<file path="config.mk">
export PLATFORM = sky130hd
export DESIGN_NAME = delimited_integer_grid_parser_unit
export DESIGN_NICKNAME = d
export VERILOG_FILES = /design/src/hw/rtl/digp_pkg.sv /design/src/hw/rtl/digp_regs.sv /design/src/hw/rtl/digp_core.sv /design/src/hw/rtl/digp_queue.sv /design/src/hw/rtl/delimited_integer_grid_parser_unit.sv
export SDC_FILE = /design/constraint.sdc
export NUM_CORES = 1
export LEC_CHECK = 0
export BUFFER_PORTS_ARGS = -buffer_cell sky130_fd_sc_hd__clkbuf_2
export CORE_MARGIN = 3
export CORE_UTILIZATION = 60
export DETAILED_ROUTE_END_ITERATION = 10
export PLACE_DENSITY = 0.79
export SLEW_MARGIN = 20
export SYNTH_ARGS = -nofsm -noshare
export SYNTH_HDL_FRONTEND = slang
export SYNTH_SLANG_ARGS = --single-unit
export TNS_END_PERCENT = 10
</file>
<file path="constraint.sdc">
create_clock -name clk -period 7.1 [get_ports clk]
set_clock_uncertainty 0.1 [all_clocks]
set_input_delay 1.42 -clock clk [delete_from_list [all_inputs] [get_ports clk]]
set_output_delay 1.42 -clock clk [all_outputs]
set_load 0.01 [all_outputs]
</file>
<file path="src/hw/rtl/digp_pkg.sv">
// Package for the delimited integer grid parser: item types, parse phases,
// result and error codes, character constants. No dependencies.
package digp_pkg;

    localparam int CELL_BITS   = 16;
    localparam int LINE_BITS   = 24;
    localparam int QUEUE_DEPTH = 4;
    localparam int APB_ADDR_W  = 3;
    localparam int APB_DATA_W  = 32;

    localparam logic [0:0] REG_SEPARATOR = 1'b0;
    localparam logic [7:0] SEP_RESET     = 8'd32;

    localparam logic [7:0] CH_MINUS = 8'h2d;
    localparam logic [7:0] CH_0     = 8'h30;
    localparam logic [7:0] CH_9     = 8'h39;
    localparam logic [7:0] CH_LF    = 8'h0a;
    localparam logic [7:0] CH_CR    = 8'h0d;
    localparam logic [7:0] CH_SP    = 8'h20;
    localparam logic [7:0] CH_TAB   = 8'h09;

    localparam logic [2:0] KIND_WIDTH  = 3'd0;
    localparam logic [2:0] KIND_HEIGHT = 3'd1;
    localparam logic [2:0] KIND_CELL   = 3'd2;
    localparam logic [2:0] KIND_ROWEND = 3'd3;
    localparam logic [2:0] KIND_OK     = 3'd4;
    localparam logic [2:0] KIND_ERR    = 3'd5;

    localparam logic [2:0] ERR_NONE         = 3'd0;
    localparam logic [2:0] ERR_NO_WIDTH     = 3'd0;
    localparam logic [2:0] ERR_NO_WIDTH_NL  = 3'd1;
    localparam logic [2:0] ERR_NO_HEIGHT    = 3'd2;
    localparam logic [2:0] ERR_NO_HEIGHT_NL = 3'd3;
    localparam logic [2:0] ERR_BAD_ROW      = 3'd4;

    typedef enum logic [3:0] {
        PH_WNUM,
        PH_WNL,
        PH_HNUM,
        PH_ROWNL,
        PH_RNUM,
        PH_RBLANK,
        PH_RSEP
    } digp_phase_t;

    typedef struct packed {
        logic [7:0] text_byte;
        logic       end_of_text;
    } digp_item_t;

    typedef struct packed {
        logic [2:0]           result_kind;
        logic [31:0]          number_value;
        logic [2:0]           error_code;
        logic [LINE_BITS-1:0] line_number;
        logic                 last_of_run;
    } digp_result_t;

    typedef struct packed {
        logic [1:0]   count;
        digp_result_t first;
        digp_result_t second;
    } digp_push_t;

endpackage

</file>
<file path="src/hw/rtl/digp_regs.sv">
// Configuration register file of the grid parser, APB-style write/read port.
// Depends on digp_pkg.
module digp_regs
(
    input  logic                              clk,
    input  logic                              rst_n,
    input  logic                              psel,
    input  logic                              penable,
    input  logic                              pwrite,
    input  logic [digp_pkg::APB_ADDR_W-1:0]   paddr,
    input  logic [digp_pkg::APB_DATA_W-1:0]   pwdata,
    output logic [digp_pkg::APB_DATA_W-1:0]   prdata,
    output logic                              pready,
    output logic [7:0]                        separator
);

    logic       wr_en;
    logic [0:0] reg_index;
    logic [7:0] separator_reg;

    assign reg_index = paddr[2];
    assign wr_en     = psel & penable & pwrite;
    assign pready    = 1'b1;
    assign separator = separator_reg;

    always_ff @(posedge clk or negedge rst_n)
    begin
        if (!rst_n)
        begin
            separator_reg <= digp_pkg::SEP_RESET;
        end
        else if (wr_en && reg_index == digp_pkg::REG_SEPARATOR)
        begin
            separator_reg <= pwdata[7:0];
        end
    end

    always_comb
    begin
        prdata = '0;
        if (reg_index == digp_pkg::REG_SEPARATOR)
        begin
            prdata = digp_pkg::APB_DATA_W'(separator_reg);
        end
    end

endmodule

</file>
<file path="src/hw/rtl/digp_core.sv">
// Parse state and per-character step logic of the grid parser; produces up
// to two result items per accepted item. Depends on digp_pkg.
module digp_core
(
    input  logic                 clk,
    input  logic                 rst_n,
    input  logic                 accept,
    input  digp_pkg::digp_item_t item,
    input  logic [7:0]           separator,
    output digp_pkg::digp_push_t push
);

    localparam logic [digp_pkg::LINE_BITS-1:0] LINE_MAX = '1;
    localparam logic [digp_pkg::LINE_BITS-1:0] LINE_ONE = digp_pkg::LINE_BITS'(1);

    digp_pkg::digp_phase_t             phase_reg, phase_next;
    logic [31:0]                       acc_reg, acc_next;
    logic                              minus_reg, minus_next;
    logic                              digits_reg, digits_next;
    logic [digp_pkg::LINE_BITS-1:0]    line_reg, line_next;
    logic                              finished_reg, finished_next;

    logic [7:0]  c;
    logic        is_digit, is_minus, is_nl, is_blank, is_sep, blank_mode;
    logic [3:0]  digit_val;
    logic [31:0] acc_times10;
    logic [31:0] num_val;
    logic [31:0] cell_val;
    logic [digp_pkg::LINE_BITS-1:0] line_inc;
    logic        fn_take;

    logic        rep_en;
    logic [2:0]  rep_kind;
    logic [31:0] rep_val;
    logic        tail_en;
    logic [2:0]  tail_kind;
    logic [2:0]  tail_err;
    logic        fail_en;
    logic [2:0]  fail_code;
    logic        do_fresh;
    logic [2:0]  fresh_code;
    logic        ac_en;
    logic        ac_blanks;

    digp_pkg::digp_result_t rep_res, tail_res;

    assign c          = item.text_byte;
    assign is_digit   = c inside {[digp_pkg::CH_0:digp_pkg::CH_9]};
    assign is_minus   = (c == digp_pkg::CH_MINUS);
    assign is_nl      = c inside {digp_pkg::CH_LF, digp_pkg::CH_CR};
    assign is_blank   = c inside {digp_pkg::CH_SP, digp_pkg::CH_TAB};
    assign is_sep     = (c == separator);
    assign blank_mode = separator inside {digp_pkg::CH_SP, digp_pkg::CH_TAB};
    assign digit_val  = c[3:0];

    assign acc_times10 = {acc_reg[28:0], 3'b000} + {acc_reg[30:0], 1'b0}
                       + 32'(digit_val);
    assign num_val  = minus_reg ? (32'd0 - acc_reg) : acc_reg;
    assign cell_val = 32'(num_val[digp_pkg::CELL_BITS-1:0]);
    assign line_inc = (line_reg == LINE_MAX) ? line_reg : line_reg + LINE_ONE;
    assign fn_take  = is_digit | (!minus_reg & !digits_reg & is_minus);

    always_comb
    begin
        phase_next    = phase_reg;
        acc_next      = acc_reg;
        minus_next    = minus_reg;
        digits_next   = digits_reg;
        line_next     = line_reg;
        finished_next = finished_reg;
        rep_en        = 1'b0;
        rep_kind      = digp_pkg::KIND_CELL;
        rep_val       = cell_val;
        tail_en       = 1'b0;
        tail_kind     = digp_pkg::KIND_OK;
        tail_err      = digp_pkg::ERR_NONE;
        fail_en       = 1'b0;
        fail_code     = digp_pkg::ERR_BAD_ROW;
        do_fresh      = 1'b0;
        fresh_code    = digp_pkg::ERR_BAD_ROW;
        ac_en         = 1'b0;
        ac_blanks     = 1'b0;

        if (item.end_of_text)
        begin
            if (!finished_reg)
            begin
                tail_en = 1'b1;
                case (phase_reg)
                    digp_pkg::PH_WNUM:
                    begin
                        tail_kind = digp_pkg::KIND_ERR;
                        if (digits_reg)
                        begin
                            rep_en   = 1'b1;
                            rep_kind = digp_pkg::KIND_WIDTH;
                            rep_val  = num_val;
                            tail_err = digp_pkg::ERR_NO_WIDTH_NL;
                        end
                        else
                        begin
                            tail_err = digp_pkg::ERR_NO_WIDTH;
                        end
                    end
                    digp_pkg::PH_WNL:
                    begin
                        tail_kind = digp_pkg::KIND_ERR;
                        tail_err  = digp_pkg::ERR_NO_HEIGHT;
                    end
                    digp_pkg::PH_HNUM:
                    begin
                        tail_kind = digp_pkg::KIND_ERR;
                        if (digits_reg)
                        begin
                            rep_en   = 1'b1;
                            rep_kind = digp_pkg::KIND_HEIGHT;
                            rep_val  = num_val;
                            tail_err = digp_pkg::ERR_NO_HEIGHT_NL;
                        end
                        else
                        begin
                            tail_err = digp_pkg::ERR_NO_HEIGHT;
                        end
                    end
                    digp_pkg::PH_RNUM:
                    begin
                        rep_en = digits_reg;
                    end
                    default:
                    begin
                        tail_kind = digp_pkg::KIND_OK;
                    end
                endcase
            end
            phase_next    = digp_pkg::PH_WNUM;
            acc_next      = '0;
            minus_next    = 1'b0;
            digits_next   = 1'b0;
            line_next     = LINE_ONE;
            finished_next = 1'b0;
        end
        else if (!finished_reg)
        begin
            case (phase_reg)
                digp_pkg::PH_WNUM, digp_pkg::PH_HNUM:
                begin
                    if (fn_take)
                    begin
                        if (is_digit)
                        begin
                            acc_next    = acc_times10;
                            digits_next = 1'b1;
                        end
                        else
                        begin
                            minus_next = 1'b1;
                        end
                    end
                    else if (!digits_reg)
                    begin
                        fail_en   = 1'b1;
                        fail_code = (phase_reg == digp_pkg::PH_WNUM) ?
                                    digp_pkg::ERR_NO_WIDTH : digp_pkg::ERR_NO_HEIGHT;
                    end
                    else
                    begin
                        rep_en   = 1'b1;
                        rep_kind = (phase_reg == digp_pkg::PH_WNUM) ?
                                   digp_pkg::KIND_WIDTH : digp_pkg::KIND_HEIGHT;
                        rep_val  = num_val;
                        if (is_nl)
                        begin
                            line_next  = line_inc;
                            phase_next = (phase_reg == digp_pkg::PH_WNUM) ?
                                         digp_pkg::PH_WNL : digp_pkg::PH_ROWNL;
                        end
                        else
                        begin
                            fail_en   = 1'b1;
                            fail_code = (phase_reg == digp_pkg::PH_WNUM) ?
                                        digp_pkg::ERR_NO_WIDTH_NL :
                                        digp_pkg::ERR_NO_HEIGHT_NL;
                        end
                    end
                end
                digp_pkg::PH_WNL, digp_pkg::PH_ROWNL:
                begin
                    if (!is_nl)
                    begin
                        do_fresh = 1'b1;
                        if (phase_reg == digp_pkg::PH_WNL)
                        begin
                            phase_next = digp_pkg::PH_HNUM;
                            fresh_code = digp_pkg::ERR_NO_HEIGHT;
                        end
                        else
                        begin
                            phase_next = digp_pkg::PH_RNUM;
                        end
                    end
                end
                digp_pkg::PH_RNUM:
                begin
                    if (fn_take)
                    begin
                        if (is_digit)
                        begin
                            acc_next    = acc_times10;
                            digits_next = 1'b1;
                        end
                        else
                        begin
                            minus_next = 1'b1;
                        end
                    end
                    else if (!digits_reg)
                    begin
                        fail_en = 1'b1;
                    end
                    else
                    begin
                        rep_en = 1'b1;
                        ac_en  = 1'b1;
                    end
                end
                digp_pkg::PH_RBLANK:
                begin
                    ac_en     = 1'b1;
                    ac_blanks = 1'b1;
                end
                digp_pkg::PH_RSEP:
                begin
                    if (!is_blank)
                    begin
                        phase_next = digp_pkg::PH_RNUM;
                        do_fresh   = 1'b1;
                    end
                end
                default:
                begin
                    fail_en = 1'b1;
                end
            endcase

            // byte after a finished cell
            if (ac_en)
            begin
                if (is_blank)
                begin
                    phase_next = digp_pkg::PH_RBLANK;
                end
                else if (!blank_mode && is_sep)
                begin
                    phase_next = digp_pkg::PH_RSEP;
                end
                else if (is_nl)
                begin
                    tail_en    = 1'b1;
                    tail_kind  = digp_pkg::KIND_ROWEND;
                    line_next  = line_inc;
                    phase_next = digp_pkg::PH_ROWNL;
                end
                else if (blank_mode && ac_blanks && (is_minus || is_digit))
                begin
                    phase_next = digp_pkg::PH_RNUM;
                    do_fresh   = 1'b1;
                end
                else
                begin
                    fail_en = 1'b1;
                end
            end

            // start a new number with this byte
            if (do_fresh)
            begin
                acc_next    = is_digit ? 32'(digit_val) : 32'd0;
                digits_next = is_digit;
                minus_next  = is_minus;
                if (!(is_digit || is_minus))
                begin
                    fail_en   = 1'b1;
                    fail_code = fresh_code;
                end
            end

            if (fail_en)
            begin
                tail_en       = 1'b1;
                tail_kind     = digp_pkg::KIND_ERR;
                tail_err      = fail_code;
                finished_next = 1'b1;
            end
        end
    end

    always_comb
    begin
        rep_res.result_kind   = rep_kind;
        rep_res.number_value  = rep_val;
        rep_res.error_code    = digp_pkg::ERR_NONE;
        rep_res.line_number   = line_reg;
        rep_res.last_of_run   = !tail_en;
        tail_res.result_kind  = tail_kind;
        tail_res.number_value = '0;
        tail_res.error_code   = tail_err;
        tail_res.line_number  = line_reg;
        tail_res.last_of_run  = 1'b1;

        push.count  = 2'(rep_en) + 2'(tail_en);
        push.first  = rep_en ? rep_res : tail_res;
        push.second = tail_res;
    end

    always_ff @(posedge clk or negedge rst_n)
    begin
        if (!rst_n)
        begin
            phase_reg    <= digp_pkg::PH_WNUM;
            acc_reg      <= '0;
            minus_reg    <= 1'b0;
            digits_reg   <= 1'b0;
            line_reg     <= LINE_ONE;
            finished_reg <= 1'b0;
        end
        else if (accept)
        begin
            phase_reg    <= phase_next;
            acc_reg      <= acc_next;
            minus_reg    <= minus_next;
            digits_reg   <= digits_next;
            line_reg     <= line_next;
            finished_reg <= finished_next;
        end
    end

`ifndef SYNTH
    a_silent_after_error: assert property (@(posedge clk) disable iff (!rst_n)
        (accept && finished_reg && !item.end_of_text) |-> (push.count == 2'd0))
        else $error("result produced after parse error");

    a_line_nonzero: assert property (@(posedge clk) disable iff (!rst_n)
        line_reg != '0)
        else $error("line counter reached zero");

    a_restart_on_end: assert property (@(posedge clk) disable iff (!rst_n)
        (accept && item.end_of_text) |=>
            (phase_reg == digp_pkg::PH_WNUM && line_reg == LINE_ONE && !finished_reg))
        else $error("parser not restarted after end of text");
`endif

endmodule

</file>
<file path="src/hw/rtl/digp_queue.sv">
// Result queue of the grid parser: takes up to two result items per cycle,
// hands out one. Depends on digp_pkg.
module digp_queue
#(
    parameter int DEPTH = digp_pkg::QUEUE_DEPTH
)
(
    input  logic                   clk,
    input  logic                   rst_n,
    input  logic                   push_en,
    input  digp_pkg::digp_push_t   push,
    output logic                   space_ok,
    output logic                   out_valid,
    input  logic                   out_ready,
    output digp_pkg::digp_result_t out_item
);

    localparam int PTR_W = (DEPTH > 2) ? $clog2(DEPTH) : 1;
    localparam int CNT_W = $clog2(DEPTH + 1);

    digp_pkg::digp_result_t entry_reg [DEPTH];
    logic [PTR_W-1:0] head_reg, head_next;
    logic [PTR_W-1:0] tail_reg, tail_next;
    logic [PTR_W-1:0] tail_plus1;
    logic [CNT_W-1:0] count_reg, count_next;
    logic [1:0]       push_n;
    logic             pop;

    function automatic logic [PTR_W-1:0] wrap_inc(input logic [PTR_W-1:0] ptr);
        logic [PTR_W-1:0] nxt;
        nxt = (ptr == PTR_W'(DEPTH - 1)) ? '0 : ptr + 1'b1;
        return nxt;
    endfunction

    assign push_n     = push_en ? push.count : 2'd0;
    assign pop        = out_valid & out_ready;
    assign out_valid  = (count_reg != '0);
    assign out_item   = entry_reg[head_reg];
    assign space_ok   = (count_reg <= CNT_W'(DEPTH - 2));
    assign tail_plus1 = wrap_inc(tail_reg);

    always_comb
    begin
        head_next  = pop ? wrap_inc(head_reg) : head_reg;
        count_next = count_reg + CNT_W'(push_n) - CNT_W'(pop);
        case (push_n)
            2'd1:    tail_next = tail_plus1;
            2'd2:    tail_next = wrap_inc(tail_plus1);
            default: tail_next = tail_reg;
        endcase
    end

    always_ff @(posedge clk or negedge rst_n)
    begin
        if (!rst_n)
        begin
            head_reg  <= '0;
            tail_reg  <= '0;
            count_reg <= '0;
        end
        else
        begin
            head_reg  <= head_next;
            tail_reg  <= tail_next;
            count_reg <= count_next;
        end
    end

    always_ff @(posedge clk)
    begin
        if (push_n != 2'd0)
        begin
            entry_reg[tail_reg] <= push.first;
        end
        if (push_n == 2'd2)
        begin
            entry_reg[tail_plus1] <= push.second;
        end
    end

`ifndef SYNTH
    a_count_bound: assert property (@(posedge clk) disable iff (!rst_n)
        count_reg <= CNT_W'(DEPTH))
        else $error("result queue overflow");

    a_push_has_room: assert property (@(posedge clk) disable iff (!rst_n)
        (push_n != 2'd0) |-> (count_reg <= CNT_W'(DEPTH - 2)))
        else $error("push into queue without room for two items");

    a_count_tracks: assert property (@(posedge clk) disable iff (!rst_n)
        (push_n != 2'd0 && !pop) |=>
            (count_reg == $past(count_reg) + CNT_W'($past(push_n))))
        else $error("queue count does not follow pushes");
`endif

endmodule

</file>
<file path="src/hw/rtl/delimited_integer_grid_parser_unit.sv">
// Top level of the delimited integer grid parser: APB register, parse core,
// result queue. Depends on digp_pkg, digp_regs, digp_core, digp_queue.
//
//   channel  | handshake                       | payload
//   item     | item_valid / item_ready         | item (text_byte, end_of_text)
//   result   | result_valid / result_ready     | result (kind, value, error, line, last)
//   config   | psel, penable, pwrite, pready   | paddr, pwdata, prdata
//
// One character per cycle while item_ready is high: the step logic updates the parse
// state in the cycle an item is accepted and pushes its zero, one or two result items
// into a queue. Results leave one per cycle while result_ready is high; item_ready
// drops while the queue lacks room for two.
// Reset clears the parse state, the queue and sets the separator to a space.
module delimited_integer_grid_parser_unit
#(
    parameter int QUEUE_DEPTH = digp_pkg::QUEUE_DEPTH
)
(
    input  logic                              clk,
    input  logic                              rst_n,
    input  logic                              item_valid,
    output logic                              item_ready,
    input  digp_pkg::digp_item_t              item,
    output logic                              result_valid,
    input  logic                              result_ready,
    output digp_pkg::digp_result_t            result,
    input  logic                              psel,
    input  logic                              penable,
    input  logic                              pwrite,
    input  logic [digp_pkg::APB_ADDR_W-1:0]   paddr,
    input  logic [digp_pkg::APB_DATA_W-1:0]   pwdata,
    output logic [digp_pkg::APB_DATA_W-1:0]   prdata,
    output logic                              pready
);

    logic                 accept;
    logic                 space_ok;
    logic [7:0]           separator;
    digp_pkg::digp_push_t push;

    assign item_ready = space_ok;
    assign accept     = item_valid & item_ready;

    digp_regs u_regs
    (
        .clk       (clk),
        .rst_n     (rst_n),
        .psel      (psel),
        .penable   (penable),
        .pwrite    (pwrite),
        .paddr     (paddr),
        .pwdata    (pwdata),
        .prdata    (prdata),
        .pready    (pready),
        .separator (separator)
    );

    digp_core u_core
    (
        .clk       (clk),
        .rst_n     (rst_n),
        .accept    (accept),
        .item      (item),
        .separator (separator),
        .push      (push)
    );

    digp_queue #(
        .DEPTH (QUEUE_DEPTH)
    ) u_queue
    (
        .clk       (clk),
        .rst_n     (rst_n),
        .push_en   (accept),
        .push      (push),
        .space_ok  (space_ok),
        .out_valid (result_valid),
        .out_ready (result_ready),
        .out_item  (result)
    );

endmodule

</file>
==> flow_summary.toml <==
[synthesis]
ys_warn_count = 0
ys_ff_latch = 330
syn_avg_cell_area_sq_um = 10.8
synth_top_area_cell = "edfxtp_1"
syn_inst = 1589
synth_area_leaders = "edfxtp_1 (21%), dfxtp_1 (15%), dfrtp_1 (11%), mux4_2 (8.3%), ha_1 (5.5%)"
synth-main-ff-cell = "dfxtp_1"
synth_edf_count = 120
synthArstFlopShare_pct = 23.6
synth_top_area_share_pct = 21.0
synth_cell_types = 79
yosysSeqAreaShare_pct = 47.8
syn_area_sq_um = 17200

[sta]
fin_crit_ps = 5650
tns_ps = 0
rsz0062_at_grt = "false"
hold_violations = 0
max_freq_ghz = 0.177
setup_viol = 0
holdWs_ps = 351
fin_crit_sh_pct = 79.6
slew_violations = 0
slew_headroom_pct = 28.6
tightestPinTransition_ps = 1060

[die]
fp.coreArea_sq_um = 28000
die_area_sq_um = 30700
die_h_um = 175
ios = 149
die_w_um = 175
initial_utilization_pct = 61.2
rows = 61

[cts]
cts_tree = "built"
cts_root_buf = "clkbuf_16"
clock_latency_ps = 520
hold_buffers = 0
htree_levels = 2
cts.sink_count = 330
cts.path.max_buffers = 3
path_clk_slew_ps = 60
ctsResizeCount = 0
numCtsBuffers = 36
cts_setup_buffers = 0

[routing]
antenna_left = 0
drt_iter0_drc = 1308
drc = 0
wl_per_cell_um = 20.5
avgViaCountPerCell = 6.32
dr.pass1.iters = 6
vias = 13086
wl_um = 42500

[placed_design]
hpwlAfterDp_um = 28200
gp_congestion = 0.944
placed_cell_area_sq_um = 18000
portBuffers = 97

[finish]
area_growth_pct = 12.1
largest_reg_flops = 252
layout_commonest_cell = "nand2_1"
layout-drive-gt1-share_pct = 16.9
n_antenna_cell = 0
layout_common_cells = "nand2_1 (157), dfxtp_1 (132), edfxtp_1 (120)"
nNetsFinal = 1792
fin_area_sq_um = 19200

[worst_hold_path]
whs_endpoint = "u_queue.entry_reg[2][58]"
min_path_type = "flop to flop"
hold_depth = 2
holdCritStartpoint = "u_queue.entry_reg[2][58]"

[setup_path]
critical_path_arrival_ps = 5790
timing.rr.start = "u_regs.separator[5]"
criticalPathCategory = "input pin to flop"
worstRegToRegCells = 14
crit_fanout = 14
cp-startpoint = "item[6]"
cp.required_ps = 7240
worstSetupStartpointType = "input pin"
r2r_end = "u_queue.entry_reg[0][60]"
reg2reg_slack_ps = 1780
endpoint_kind = "flop"

[grt]
grt_max_degree = 67
grt_pass1_vias = 13033
grt_pass1_wl_um = 68400
grt_overflow = 0
grt_util_all_layers_pct = 27.5
antenna_found_initial = 1

[pwr]
power.density_nw_per_um2 = 319
p_int_uw = 4050
p_comb_share_pct = 29.6
total_power_uw = 6130
power_frac_clock_pct = 31.5
power.leakage_uw = 0.00776
ir_worst_vdd_uv = 310
p_sw_share_pct = 33.9
power.switching_uw = 2080
pwr-share-seq_pct = 38.9

[flow_run]
drv_cap = 0

[outcome]
status = "complete, no violations"
## metrics by stage
stage               utilization, %  setup slack, ps  cells
detailed placement            64.2              958   2003
CTS                           68.7             1520   2069
global placement              64.2             1050   2003
finish                        68.7             1450   2069
floorplan                        -             1070   1612
global route                  68.7             1150   2069
## worst max-delay path by stage
| stage | cells past startpoint | slack, ps | endpoint |
|---|---|---|---|
| floorplan | 17 | 1070 | u_queue.entry_reg[0][10] |
| global placement | 15 | 1050 | u_queue.entry_reg[0][60] |
| detailed placement | 15 | 960 | u_queue.entry_reg[0][60] |
| CTS | 15 | 1520 | u_queue.entry_reg[0][60] |
| global route | 15 | 1150 | u_queue.entry_reg[0][60] |
| finish | 15 | 1450 | u_queue.entry_reg[0][60] |
## layer usage
| layer | wire [um] | global-route usage [%] | vias to the layer above | share of wire [%] |
|---|---|---|---|---|
| li1 | - | - | 6030 | - |
| met1 | 17000 | 35.0 | 6437 | 40 |
| met2 | 21400 | 48.0 | 505 | 50 |
| met3 | 2750 | 3.95 | 112 | 6.5 |
| met4 | 1340 | 10.2 | 2 | 3.2 |
| met5 | 13 | 0 | - | 0.031 |
## area by class of cell
class	count	area (sq um)
multi-input combinational	1132	8460
fill	2039	8770
tap	378	473
timing repair buffer	120	673
sequential	330	8210
inverter	43	161
clock buffer	52	1140
clock inverter	14	116
## synthesized netlist by cell type, drive strengths merged, types with 5 or more instances
cell type and count:
nand2 157, dfxtp 132, edfxtp 120, o21ai 115, nor2 101, clkbuf 77
dfrtp 76, ha 75, a22o 74, and2 71, a21oi 63, mux4 63
inv 43, xor2 35, buf 30, o31ai 27, or3 27, xnor2 25
nor3 22, nand3 21, nor2b 18, o211ai 18, a31oi 15, a21o 14
and3 14, nand4 14, o21a 12, o41ai 10, mux2 9, nand2b 9
o22ai 8, or4 8, a211oi 6, a21boi 5, o2111ai 5
## critical path: stages
cell	delay (ps)
clkbuf_2	200
and3b_1	200
o211ai_1	300
o211ai_1	280
or4b_2	740
nand4_1	160
nor3_1	70
nor2_1	200
ha_1	260
and3_1	170
inv_1	80
ha_1	680
a21oi_2	160
a21boi_0	640
o22ai_1	220
## logic make-up after synthesis
| family | synth area share, % |
|---|---|
| AO/OA/AOI/OAI | 16.2 |
| buffers and inverters | 3.84 |
| AND/OR/NAND/NOR | 14.2 |
| adder cells (fa/ha/maj) | 5.82 |
| other | 0.0438 |
| multiplexers | 8.98 |
| XOR/XNOR | 3.11 |
| flip-flops | 47.8 |
## power groups by stage
stage               combinational [uW]  clock (uW)  sequential (uW)
floorplan                         1430           0             2230
global placement                  1760           0             2410
detailed placement                1810           0             2420
CTS                               1820        1960             2380
global route                      1990        2040             2410
finish                            1820        1930             2390
(Power assumes the default switching activity.)
